<file path="src/rtl/rbsd_pkg.sv">
// ---------------------------------------------------------------------------
// rbsd_pkg
// shared types and constants of the raw10 bayer superpixel demosaic
// ---------------------------------------------------------------------------
`default_nettype none

package rbsd_pkg;

  localparam int unsigned MaxGroupsDefault = 1024;
  localparam int unsigned QueueDepth       = 4;
  localparam int unsigned QueueCntW        = $clog2(QueueDepth + 1);
  localparam int unsigned LimitW           = 13;
  localparam int unsigned LineGroupsW      = 11;
  localparam int unsigned ColumnW          = 10;
  localparam int unsigned CfgIndexW        = 2;
  localparam int unsigned CfgDataW         = 11;
  localparam logic [LineGroupsW-1:0] LineGroupsReset = 11'd640;

  typedef enum logic [CfgIndexW-1:0] {
    CfgBayerOrder = 2'd0,
    CfgLineGroups = 2'd1
  } cfg_index_e;

  typedef enum logic [1:0] {
    BayerRggb = 2'd0,
    BayerBggr = 2'd1,
    BayerGrbg = 2'd2,
    BayerGbrg = 2'd3
  } bayer_e;

  // one line pair group on its way to the color stage
  typedef struct packed {
    logic [31:0]        upper_word;
    logic [31:0]        lower_word;
    logic [ColumnW-1:0] column;
    logic               last;
  } pair_t;

  typedef struct packed {
    logic                 not_empty;
    logic [QueueCntW-1:0] count;
  } queue_stat_t;

  function automatic logic [7:0] mean_floor(input logic [7:0] x, input logic [7:0] y);
    logic [8:0] sum;
    sum = {1'b0, x} + {1'b0, y};
    return sum[8:1];
  endfunction

endpackage

`default_nettype wire

</file>
<file path="src/rtl/rbsd_queue.sv">
// ---------------------------------------------------------------------------
// rbsd_queue
// short queue of line pair groups between front and color stage
// ---------------------------------------------------------------------------
`default_nettype none

module rbsd_queue import rbsd_pkg::*; (
  input  wire logic  clk_i,
  input  wire logic  rst_ni,
  input  wire logic  push_i,
  input  wire pair_t data_i,
  input  wire logic  pop_i,
  output pair_t      data_o,
  output queue_stat_t stat_o
);

  localparam int unsigned PtrW = $clog2(QueueDepth);

  pair_t                entry_q [QueueDepth];
  logic [PtrW-1:0]      wr_ptr_q, rd_ptr_q;
  logic [QueueCntW-1:0] count_q;
  logic                 do_pop;

  assign do_pop = pop_i & (count_q != '0);

  always_ff @(posedge clk_i or negedge rst_ni) begin
    if (!rst_ni) begin
      wr_ptr_q <= '0;
      rd_ptr_q <= '0;
      count_q  <= '0;
    end else begin
      if (push_i) begin
        wr_ptr_q <= wr_ptr_q + PtrW'(1);
      end
      if (do_pop) begin
        rd_ptr_q <= rd_ptr_q + PtrW'(1);
      end
      if (push_i && !do_pop) begin
        count_q <= count_q + QueueCntW'(1);
      end else if (!push_i && do_pop) begin
        count_q <= count_q - QueueCntW'(1);
      end
    end
  end

  always_ff @(posedge clk_i) begin
    if (push_i) begin
      entry_q[wr_ptr_q] <= data_i;
    end
  end

  assign data_o           = entry_q[rd_ptr_q];
  assign stat_o.not_empty = (count_q != '0);
  assign stat_o.count     = count_q;

endmodule

`default_nettype wire

</file>
<file path="config.mk">
export PLATFORM = sky130hd
export DESIGN_NAME = rbsd_queue
export DESIGN_NICKNAME = d
export VERILOG_FILES = /design/src/rtl/rbsd_pkg.sv /design/src/rtl/rbsd_queue.sv
export SDC_FILE = /design/constraint.sdc
export NUM_CORES = 1
export LEC_CHECK = 0
export ABC_AREA = 0
export BUFFER_PORTS_ARGS = -buffer_cell sky130_fd_sc_hd__clkbuf_2
export CAP_MARGIN = 20
export CORE_UTILIZATION = 57
export DETAILED_ROUTE_END_ITERATION = 7
export GPL_ROUTABILITY_DRIVEN = 0
export GPL_TIMING_DRIVEN = 0
export PLACE_DENSITY = 0.82
export SKIP_LAST_GASP = 1
export SLEW_MARGIN = 15
export SYNTH_ARGS = -nofsm -noshare
export SYNTH_HDL_FRONTEND = slang
export SYNTH_SLANG_ARGS = --single-unit
</file>
<file path="constraint.sdc">
create_clock -name clk_i -period 3.3 [get_ports clk_i]
set_input_delay 0.33 -clock clk_i [delete_from_list [all_inputs] [get_ports clk_i]]
set_output_delay 0.33 -clock clk_i [all_outputs]
set_load 0.03 [all_outputs]
</file>
==> impl_metrics.yaml <==
synthesis:
  synth_edf_count: 300
  synth_commonest_cells: "edfxtp_1, mux4_2, dfrtp_1, buf_2, ha_1"
  yosysTopAreaCell: "edfxtp_1"
  yosys_register_bits: 307
  synth_top_area_share_pct: 80.14
  netlist_area_um2: 11240
  synth.area.top_cells: "edfxtp_1, mux4_2, dfrtp_1"
  avgSynthCellArea_um2: 26.45
  seq_area_frac_synth_pct: 81.70
  syn_nets: 510
  synth_cells: 425
  synth-main-ff-cell: "edfxtp_1"
  synth.distinct_cells: 20
  ys_warn_count: 0
  synth_most_common_cell: "edfxtp_1"
  synthArstFlopShare_pct: 2.280
worst_setup_path:
  end_kind: "primary output"
  crit_buf_inv: 3
  crit_path_frequent_cell: "buf_2"
  cp.arrival_ps: 2180
  start_kind: "register"
  critical_path_required_ps: 2970
  worstPathCellList: "buf_2 -> buf_2 -> mux4_2 -> clkbuf_2"
  crit_fanout: 10
  reg2reg_slack_ps: 1160
  slowest_delay_ps: 410
  slowest_stage: "dfrtp_1"
  worst-setup-path-type: "register to primary output"
  cp_top_family: "buffers and inverters"
timing:
  tightestPinTransition_ps: 702.4
  period_minus_slack_ps: 2510
  finalSetupViolations: 0
  fmax_ghz: 0.3984
  drv_slew: 0
  hold_viol: 0
  holdWs_ps: 28.51
  skew_ps: 13.96
  rsz0062_at_grt: "false"
  setup_slack_ps: 789.8
  maxSlewHeadroom_pct: 53.17
  final.period_utilization_pct: 76.07
cells_and_area:
  antenna_cells: 0
  fin_nets: 757
  drive_gt1_share_pct: 43.10
  stdcell_count: 956
  area_delta_synth_final_pct: 24.62
cts:
  post_cts_resize_count: 0
  ctsLongestPathBuffers: 3
  clock_latency_ps: 540
  clk_pin_slew_ps: 60
  cts.sinks: 307
  cts_tree: "built"
  holdBufCountCts: 54
  cts-root-buf: "clkbuf_16"
  postCtsSetupBuffers: 0
  cts_buffers: 30
  htree_levels: 1
detailed_routing:
  wl_per_cell_um: 21.56
  wirelength_um: 20620
  dr.pass1.iters: 4
  drc_errors: 0
  ant_nets: 0
  vias: 5263
  first_iter_violations: 282
  via_per_inst: 5.505
power_and_ir_drop:
  ir_drop_mv: 0.6458
  switching_power_mw: 4.417
  total_power_mw: 13.29
  cellPowerDensity_nw_per_um2: 948.8
  combPwrFrac_pct: 34.8
  seqPwrFrac_pct: 39.9
  switching_share_pct: 33.23
  clkPwrFrac_pct: 25.4
  p_leak_nw: 4.931
  p_int_mw: 8.875
global_routing:
  grt_pass1_vias: 5871
  antenna_found_initial: 0
  grt.total_usage_pct: 21.22
  grt_max_degree: 46
  grt_pass1_wl_um: 31760
  grt_overflow: 0
placed_design:
  dp_cells: 846
  pre_cts_slack_ps: 1179
  port_buffers: 157
  hpwl_um: 12320
floorplanning:
  coreArea_um2: 19020
  die_height_um: 142.4
  die_w_um: 142.4
  start_util_pct: 59.11
  die-area_um2: 20290
  num_rows: 50
  io_pins: 158
worst_hold_path:
  min_path_type: "input pin to register"
outcome:
  status: "complete, no violations"
job:
  maxCapViolCount: 0
-- power by group through the flow --
stage	logic, mW	registers [mW]	clock network (mW)
2_1_floorplan	3.31	5.38	0
3_5_place_dp	4.62	5.37	0
3_3_place_gp	4.44	5.41	0
5_1_grt	4.88	5.35	3.58
6_report	4.62	5.30	3.37
4_1_cts	4.69	5.30	3.43
-- per-layer routing --
metal,GRT usage [%],part of all wire [%]
met5,0,0
met4,6.791,2.1
met3,3.600,5.3
met2,37.87,54
met1,26.61,39
-- registers in the layout, summed over array words and instances (netlist names) --
name,cells
count_q,3
entry_q,300
wr_ptr_q,2
rd_ptr_q,2
-- worst paths after layout --
kind	to	depth (start not counted)	startpoint
hold reg to reg	count_q[2]	1	count_q[2]
setup / recovery	data_o[55]	4	rd_ptr_q[1]
min in group asynchronous	count_q[0]	2	rst_ni
hold / removal	entry_q[3][23]	1	data_i[23]
max in group asynchronous	rd_ptr_q[0]	2	rst_ni
setup reg to reg	count_q[2]	8	count_q[0]
-- area by class of cell --
class	instances	area, µm²
Sequential cell	307	9184
Fill cell	1103	5010
Multi-Input combinational cell	98	1898
Timing Repair Buffer	215	1436
Clock buffer	41	812.0
Tap cell	260	325.3
Clock inverter	15	183.9
Buffer	17	157.7
Inverter	3	11.26
-- kinds of logic (layout without fill, tap and decap cells) --
kind of cell,count (synthesis),after routing,share of synthesized area (%)
flip-flops,307,307,81.70
multiplexers,76,76,15.13
buffers and inverters,20,291,1.503
AND/OR/NAND/NOR,9,9,0.4229
adder cells (fa/ha/maj),6,6,0.7346
XOR/XNOR,6,6,0.4676
AO/OA/AOI/OAI,1,1,0.04448
-- cells in the final DEF, fill, tap and decap left out, types with 5 or more instances in the layout --
| cell type | count |
|---|---|
| clkbuf_16 | 30 |
| clkbuf_2 | 157 |
| ha_1 | 5 |
| dlygate4sd3_1 | 54 |
| buf_2 | 5 |
| dfrtp_1 | 7 |
| mux4_2 | 75 |
| edfxtp_1 | 300 |
| clkbuf_1 | 9 |
| clkinv_2 | 8 |
-- stage by stage --
| stage | utilization [%] | setup TNS (ps) | instance area, µm² |
|---|---|---|---|
| finish | 73.66 | 0 | 14010 |
| global route | 73.66 | 0 | 14010 |
| CTS | 73.66 | 0 | 14010 |
| detailed placement | 65.58 | 0 | 12470 |
| global placement | 64.95 | -201790 | 12350 |
| floorplan | - | 0 | 11240 |
No activity file was read; power rests on OpenSTA's default activity.
