<file path="config.mk">
export PLATFORM = sky130hd
export DESIGN_NAME = rbsd_back
export DESIGN_NICKNAME = d
export VERILOG_FILES = /design/src/rtl/rbsd_pkg.sv /design/src/rtl/rbsd_back.sv
export SDC_FILE = /design/constraint.sdc
export NUM_CORES = 1
export LEC_CHECK = 0
export BUFFER_PORTS_ARGS = -buffer_cell sky130_fd_sc_hd__clkbuf_2
export CORE_MARGIN = 5
export CORE_UTILIZATION = 45
export CTS_CLUSTER_DIAMETER = 100
export DETAILED_ROUTE_END_ITERATION = 10
export GPL_TIMING_DRIVEN = 0
export PLACE_DENSITY_LB_ADDON = 0.2
export SYNTH_ARGS = -nofsm -noshare
export SYNTH_HDL_FRONTEND = slang
export SYNTH_SLANG_ARGS = --single-unit
</file>
<file path="constraint.sdc">
create_clock -name clk_i -period 2.2 [get_ports clk_i]
set_input_delay 0.11 -clock clk_i [delete_from_list [all_inputs] [get_ports clk_i]]
set_output_delay 0.11 -clock clk_i [all_outputs]
set_load 0.02 [all_outputs]
</file>
<file path="src/rtl/rbsd_pkg.sv">
// ---------------------------------------------------------------------------
// rbsd_pkg
// shared types and constants of the raw10 bayer superpixel demosaic
// ---------------------------------------------------------------------------
`default_nettype none

package rbsd_pkg;

  localparam int unsigned MaxGroupsDefault = 1024;
  localparam int unsigned QueueDepth       = 4;
  localparam int unsigned QueueCntW        = $clog2(QueueDepth + 1);
  localparam int unsigned LimitW           = 13;
  localparam int unsigned LineGroupsW      = 11;
  localparam int unsigned ColumnW          = 10;
  localparam int unsigned CfgIndexW        = 2;
  localparam int unsigned CfgDataW         = 11;
  localparam logic [LineGroupsW-1:0] LineGroupsReset = 11'd640;

  typedef enum logic [CfgIndexW-1:0] {
    CfgBayerOrder = 2'd0,
    CfgLineGroups = 2'd1
  } cfg_index_e;

  typedef enum logic [1:0] {
    BayerRggb = 2'd0,
    BayerBggr = 2'd1,
    BayerGrbg = 2'd2,
    BayerGbrg = 2'd3
  } bayer_e;

  // one line pair group on its way to the color stage
  typedef struct packed {
    logic [31:0]        upper_word;
    logic [31:0]        lower_word;
    logic [ColumnW-1:0] column;
    logic               last;
  } pair_t;

  typedef struct packed {
    logic                 not_empty;
    logic [QueueCntW-1:0] count;
  } queue_stat_t;

  function automatic logic [7:0] mean_floor(input logic [7:0] x, input logic [7:0] y);
    logic [8:0] sum;
    sum = {1'b0, x} + {1'b0, y};
    return sum[8:1];
  endfunction

endpackage

`default_nettype wire

</file>
<file path="src/rtl/rbsd_back.sv">
// ---------------------------------------------------------------------------
// rbsd_back
// color selection per bayer order, green averaging and result register
// ---------------------------------------------------------------------------
`default_nettype none

module rbsd_back import rbsd_pkg::*; (
  input  wire logic        clk_i,
  input  wire logic        rst_ni,
  input  wire bayer_e      bayer_order_i,
  input  wire pair_t       q_data_i,
  input  wire queue_stat_t q_stat_i,
  output logic             q_pop_o,
  input  wire logic        pop,
  output logic             empty,
  output logic [7:0]       blue_left_o,
  output logic [7:0]       green_left_o,
  output logic [7:0]       red_left_o,
  output logic [7:0]       blue_right_o,
  output logic [7:0]       green_right_o,
  output logic [7:0]       red_right_o,
  output logic [ColumnW-1:0] group_column_o,
  output logic             end_of_line_o
);

  logic [7:0] a0, a1, a2, a3, b0, b1, b2, b3;
  logic [7:0] bl_d, gl_d, rl_d, br_d, gr_d, rr_d;
  logic       out_valid_q;
  logic       load;

  assign {a3, a2, a1, a0} = q_data_i.upper_word;
  assign {b3, b2, b1, b0} = q_data_i.lower_word;

  always_comb begin
    case (bayer_order_i)
      BayerRggb: begin
        bl_d = b1; gl_d = mean_floor(b0, a1); rl_d = a0;
        br_d = b3; gr_d = mean_floor(b2, a3); rr_d = a2;
      end
      BayerBggr: begin
        bl_d = a0; gl_d = mean_floor(b0, a1); rl_d = b1;
        br_d = a2; gr_d = mean_floor(b2, a3); rr_d = b3;
      end
      BayerGrbg: begin
        bl_d = b0; gl_d = mean_floor(a0, b1); rl_d = a1;
        br_d = b2; gr_d = mean_floor(a2, b3); rr_d = a3;
      end
      default: begin
        bl_d = a1; gl_d = mean_floor(a0, b1); rl_d = b0;
        br_d = a3; gr_d = mean_floor(a2, b3); rr_d = b2;
      end
    endcase
  end

  assign load    = q_stat_i.not_empty & (~out_valid_q | pop);
  assign q_pop_o = load;
  assign empty   = ~out_valid_q;

  always_ff @(posedge clk_i or negedge rst_ni) begin
    if (!rst_ni) begin
      out_valid_q <= 1'b0;
    end else if (load) begin
      out_valid_q <= 1'b1;
    end else if (pop) begin
      out_valid_q <= 1'b0;
    end
  end

  always_ff @(posedge clk_i) begin
    if (load) begin
      blue_left_o    <= bl_d;
      green_left_o   <= gl_d;
      red_left_o     <= rl_d;
      blue_right_o   <= br_d;
      green_right_o  <= gr_d;
      red_right_o    <= rr_d;
      group_column_o <= q_data_i.column;
      end_of_line_o  <= q_data_i.last;
    end
  end

endmodule

`default_nettype wire

</file>
==> impl_metrics.yaml, run 1 <==
routing:
  initialDrtViolationCount: 129
  drcViolationCount: 0
  ant_nets: 0
  vias: 3052
  via_per_inst: 5.460
  wire_per_inst_um: 18.07
  wirelength_um: 10100
  dr.pass1.iters: 4
critical_path:
  cp.arrival_ns: 1.81
  slowest_stage: "and2_4"
  critPathTopFamily: "simple AND/OR/NAND/NOR gates"
  critPathKind: "reg2out"
  rr_worst_depth: 2
  cp-end-kind: "output pin"
  worst_setup_path_start_kind: "flip-flop"
  path_depth: 3
  path_max_fanout: 60
  cp_cell_sequence: "nand2b_1 > and2_4 > clkbuf_2"
  cp_num_buf_inv: 1
  required_ns: 2.09
  worst_path_largest_cell_delay_ns: 0.69
yosys:
  synth-edff-count: 59
  ys_types: 35
  synth_nets: 398
  ys_async_sr_fraction: 0.01667
  synthFlopType: "edfxtp_1"
  synthesis.area_um2: 3905
  synth_warnings: 0
  synth-seq-cells: 60
  synth_top_area_frac: 0.4537
  yosysTopAreaCell: "edfxtp_1"
  synth_seq_area_share: 0.4601
  synth.area.top_cells: "edfxtp_1 45%, mux4_2 18%, ha_1 9.0%"
  synth_area_per_cell_um2: 13.85
  syn_inst: 282
clock_network:
  tritoncts: "built"
  clk_pin_slew_ns: 0.07
  cts_buffer_depth: 2
  cts_made_buffers: 9
  cts.sinks: 60
  clockRootBuffer: "clkbuf_8"
  htree_levels: 3
  post_cts_buffers: 0
  clock_latency_ns: 0.33
sta:
  drv_slew: 0
  period_minus_slack_ns: 1.923
  setup_violations: 0
  worstMarginPinSlew_ns: 0.8169
  max_clock_freq_ghz: 0.5201
  finalHoldViolCount: 0
  rsz0062_at_grt: "no"
  fin_setup_tns_ns: 0
  worst_slew_margin_rel: 0.4554
  min_period_over_period: 0.8739
  clock-skew-final_ns: 0.009654
power:
  peakVddDrop_mv: 0.2838
  power_w: 0.003215
  p_leak_nw: 2.184
  powerDensity_nw_per_um2: 636.0
global_routing:
  grt_max_degree: 61
  track_usage: 0.1935
  met1_usage: 0.2569
  grt_pass1_wl_um: 15520
  grt-ovfl-total: 0
  grt_pass1_vias: 3091
  use_met3: 0.04533
  antenna_found_initial: 0
  grt_use_met2: 0.3152
  grt.busiest_layer: "met2"
layout:
  layout-area-overhead-vs-synth_pct: 29.45
  diodes: 0
  fillers: 736
  final_net_count: 562
  layout-drive-gt1-share: 0.4257
run_status:
  outcome: "complete, no violations"
job:
  maxCapViolCount: 0
die:
  fp.dieH_um: 103.2
  initial_utilization: 0.4544
  fp.dieW_um: 103.2
  coreArea_um2: 8593
  dieArea_um2: 10640
  ios: 145
  rows: 34
place:
  routabilityCongestion: 0.8898
  dp_hpwl_um: 7632
  io_buffers: 140
hold_path:
  holdPathStages: 3
  hp-class: "in2reg"
==> report_power, final <==
| group | leakage, nW | switching [W] | internal, W |
|---|---|---|---|
| combinational | 1.52 | 0.000481 | 0.000384 |
| sequential | 0.572 | 0.0000233 | 0.00138 |
| clock | 0.0892 | 0.000442 | 0.000506 |
==> synth_stat cells, types with 2 or more instances <==
library cell  instances
edfxtp_1             59
mux4_2               32
ha_1                 28
a21oi_1              24
nor2_1               14
inv_1                13
nand2_1              13
xor2_1               10
o21a_1                9
a21o_1                6
mux2i_1               6
o21ai_0               6
o21ai_1               6
nand2b_1              5
nor2b_1               5
o31a_1                5
xnor2_1               5
fa_1                  4
buf_2                 3
buf_4                 3
a211o_1               2
a211oi_1              2
a31o_1                2
a31oi_1               2
and4_1                2
buf_1                 2
nand4_1               2
nor3_1                2
o2111a_1              2
o2111ai_1             2
o31ai_1               2
==> cell type report <==
| type | count | area (um^2) | share of cell area |
|---|---|---|---|
| Multi-Input combinational cell | 199 | 2009 | 0.3975 |
| Tap cell | 108 | 135.1 | 0.02673 |
| Buffer | 9 | 48.80 | 0.009653 |
| Clock inverter | 7 | 57.56 | 0.01139 |
| Clock buffer | 9 | 123.9 | 0.02450 |
| Timing Repair Buffer | 153 | 830.8 | 0.1644 |
| Sequential cell | 60 | 1797 | 0.3554 |
| Inverter | 14 | 52.55 | 0.01040 |
==> worst paths after layout <==
check / slack, ns / start / endpoint
setup / recovery: 0.28 / out_valid_q$_DFFE_PN0P_ / q_pop_o
hold / removal: 0.05 / pop / out_valid_q$_DFFE_PN0P_
setup reg to reg: 0.64 / out_valid_q$_DFFE_PN0P_ / green_right_o[4]$_DFFE_PP_
hold reg to reg: 0.52 / out_valid_q$_DFFE_PN0P_ / out_valid_q$_DFFE_PN0P_
max in group asynchronous: 2.04 / rst_ni / out_valid_q$_DFFE_PN0P_
min in group asynchronous: 0.07 / rst_ni / out_valid_q$_DFFE_PN0P_
==> worst min-delay path, delay by kind of cell <==
family | cells | cell delay, ns
buf+inv | 1 | 0.07
simple gates | 2 | 0.17
==> layout by cell type, fill, tap and decap left out, types with 2 or more instances in the layout <==
cell / synthesis / routed
a211o_1: 2 / 2
a211oi_1: 2 / 2
a21o_1: 6 / 6
a21oi_1: 24 / 24
a31o_1: 2 / 2
a31oi_1: 2 / 2
and4_1: 2 / 2
buf_1: 2 / 2
buf_2: 3 / 3
buf_4: 3 / 3
clkbuf_2: 0 / 140
clkbuf_8: 0 / 9
clkinv_1: 0 / 4
dlygate4sd3_1: 0 / 13
edfxtp_1: 59 / 59
fa_1: 4 / 4
ha_1: 28 / 28
inv_1: 13 / 13
mux2i_1: 6 / 6
mux4_2: 32 / 32
nand2_1: 13 / 13
nand2b_1: 5 / 5
nand4_1: 2 / 2
nor2_1: 14 / 14
nor2b_1: 5 / 5
nor3_1: 2 / 2
o2111a_1: 2 / 2
o2111ai_1: 2 / 2
o21a_1: 9 / 9
o21ai_0: 6 / 6
o21ai_1: 6 / 6
o31a_1: 5 / 5
o31ai_1: 2 / 2
xnor2_1: 5 / 5
xor2_1: 10 / 10
==> state kept, by name (all words and copies together), names as in the netlist <==
name	count
end_of_line_o	1
green_left_o	8
blue_right_o	8
blue_left_o	8
green_right_o	8
red_right_o	8
red_left_o	8
group_column_o	10
out_valid_q	1
==> timing repair <==
action                                  4_1_cts  5_1_grt
endpoints found under the setup margin        1        0
endpoints found under the hold margin        13        0
hold buffers                                 13        0
gates resized for setup                       1        0
==> metrics by stage <==
| step | hold WS [ns] | cell area, um^2 | setup WS (ns) | util | instances |
|---|---|---|---|---|---|
| floorplan | -0.1856 | 3906 | 0.4998 | - | 282 |
| global placement | -0.1151 | 4742 | 0.1746 | 0.5518 | 530 |
| detailed placement | -0.1125 | 4742 | 0.1537 | 0.5518 | 530 |
| CTS | 0.04201 | 5055 | 0.2497 | 0.5882 | 559 |
| global route | 0.04764 | 5055 | 0.1455 | 0.5882 | 559 |
| finish | 0.04801 | 5055 | 0.2775 | 0.5882 | 559 |
==> layer usage <==
layer	share of wire	routed length (um)	vias up
li1	-	-	1464
met1	0.43	4323	1465
met2	0.48	4826	114
met3	0.083	837	9
met4	0.011	111	0
met5	0	0	-
==> cells by family after synthesis <==
kind of cell | share of synthesized area
AO/OA/AOI/OAI | 0.1163
XOR/XNOR | 0.03364
adder cells (fa/ha/maj) | 0.1102
buffers and inverters | 0.02595
flip-flops | 0.4601
multiplexers | 0.1999
AND/OR/NAND/NOR | 0.05383
Note: power is estimated with default switching activity, not from simulation.
==> inputs of run 2 (changes only) <==
Settings changed: PLACE_DENSITY set to 0.77, PLACE_DENSITY_LB_ADDON 0.2 to unset.
==> impl_metrics.yaml, run 2 (synthesis gave the netlist of run 1 again) <==
run_status:
  outcome: "complete, no violations"
layout:
  largest-register: "group_column_o"
  fin_cells: 559
  diodes: 0
  final_cell_mix: "140 x clkbuf_2, 59 x edfxtp_1, 32 x mux4_2"
  fillers: 707
  final-seq-area_um2: 1797
  final_net_count: 562
  multi_input_area_um2: 2009
  final_common_cell: "clkbuf_2"
  layout-drive-gt1-share: 0.4346
  layout-area-overhead-vs-synth_pct: 30.50
  largest_reg_flops: 10
die:
  dieArea_um2: 10640
  ios: 145
  fp.dieH_um: 103.2
  rows: 34
  fp.dieW_um: 103.2
  initial_utilization: 0.4544
  coreArea_um2: 8593
sta:
  drv_slew: 0
  finalHoldViolCount: 0
  worst_slew_margin_rel: 0.4756
  setup_violations: 0
  period_minus_slack_ns: 1.907
  clock-skew-final_ns: 0.01526
  rsz0062_at_grt: "no"
  worstMarginPinSlew_ns: 0.7866
  fin_setup_tns_ns: 0
  min_period_over_period: 0.8670
  max_clock_freq_ghz: 0.5243
critical_path:
  r2r_setup_slack_ns: 0.66
  cp.arrival_ns: 1.80
  path_max_fanout: 60
  cp-end-kind: "output pin"
  cp_cell_sequence: "nand2b_1 > and2_4 > clkbuf_2"
  cp_num_buf_inv: 1
  critPathKind: "reg2out"
  critPathTopFamily: "simple AND/OR/NAND/NOR gates"
  slowest_stage: "and2_4"
  worst_path_largest_cell_delay_ns: 0.66
  required_ns: 2.09
  worst_setup_path_start_kind: "flip-flop"
power:
  p_leak_nw: 2.205
  powerDensity_nw_per_um2: 666.9
  peakVddDrop_mv: 0.3114
global_routing:
  grt-ovfl-total: 0
  grt_max_degree: 61
  grt_pass1_vias: 3131
  grt_pass1_wl_um: 15530
  antenna_found_initial: 0
  track_usage: 0.1937
clock_network:
  cts.sinks: 60
  cts_buffer_depth: 2
  clk_pin_slew_ns: 0.06
  tritoncts: "built"
  cts_made_buffers: 9
  htree_levels: 3
  clock_latency_ns: 0.34
  post_cts_buffers: 0
  clockRootBuffer: "clkbuf_8"
hold_path:
  hp-class: "in2reg"
place:
  io_buffers: 140
  routabilityCongestion: 0.9039
  dp_hpwl_um: 8065
  placed_cells: 530
routing:
  via_per_inst: 5.556
  initialDrtViolationCount: 212
  vias: 3106
  wire_per_inst_um: 18.51
  drcViolationCount: 0
  wirelength_um: 10350
  dr.pass1.iters: 5
  ant_nets: 0
job:
  maxCapViolCount: 0
==> run 2: cell count changes in the layout (fill, tap and decap cells not counted), sizes merged <==
cell    previous run  this run
bufinv             1         2
clkinv             5         3
inv               14        15
==> run 2: stage by stage <==
| stage | area [um^2] | util | power (W) | setup WS [ns] | hold slack, ns |
|---|---|---|---|---|---|
| 3_3_place_gp | 4742 | 0.5518 | 0.002254 | 0.2298 | -0.1147 |
| 2_1_floorplan | 3906 | - | 0.001986 | 0.4998 | -0.1856 |
| 3_5_place_dp | 4742 | 0.5518 | 0.002278 | 0.1871 | -0.1135 |
| 6_report | 5096 | 0.5930 | 0.003399 | 0.2925 | 0.06454 |
| 4_1_cts | 5096 | 0.5930 | 0.003424 | 0.2629 | 0.04050 |
| 5_1_grt | 5096 | 0.5930 | 0.003557 | 0.1912 | 0.06015 |
==> run 2: timing repair <==
item / in CTS / in global routing
hold buffers: 13 / 0
endpoints found under the hold margin: 13 / 0
endpoints found under the setup margin: 1 / 0
gates resized for setup: 1 / 0
==> run 2: final cells by class <==
class,instances,share of cell area
Multi-Input combinational cell,199,0.3943
Sequential cell,60,0.3526
Timing Repair Buffer,153,0.1630
Tap cell,108,0.02652
Clock buffer,9,0.02431
Clock inverter,7,0.01940
Inverter,14,0.01031
Buffer,9,0.009575
==> run 2: routing by layer <==
layer | vias up | global-route usage | share of wire
met1 | 1478 | 0.2596 | 0.41
met3 | 25 | 0.03112 | 0.074
li1 | 1456 | - | -
met2 | 147 | 0.3152 | 0.48
met4 | 0 | 0.07769 | 0.027
met5 | - | 0 | 0
==> run 2: worst min-delay path: cells and delay by family <==
kind | cells | cell delay (ns)
buffers and inverters | 1 | 0.07
AND/OR/NAND/NOR | 2 | 0.17
==> run 2: path summary, 6_finish.rpt <==
kind,startpoint,end,cells after the start
worst max-delay path,out_valid_q$_DFFE_PN0P_,q_pop_o,3
worst min-delay path,pop,out_valid_q$_DFFE_PN0P_,3
worst max register to register,out_valid_q$_DFFE_PN0P_,red_left_o[5]$_DFFE_PP_,2
worst min register to register,out_valid_q$_DFFE_PN0P_,out_valid_q$_DFFE_PN0P_,2
max in group asynchronous,rst_ni,out_valid_q$_DFFE_PN0P_,2
min in group asynchronous,rst_ni,out_valid_q$_DFFE_PN0P_,2
==> run 2: report_power, final <==
group	total [W]	internal (W)	switching, W	leakage, nW
clock	0.00112	0.000643	0.000477	0.110
combinational	0.000874	0.000384	0.000490	1.52
sequential	0.00140	0.00138	0.0000249	0.572
total	0.00340	0.00241	0.000992	2.20
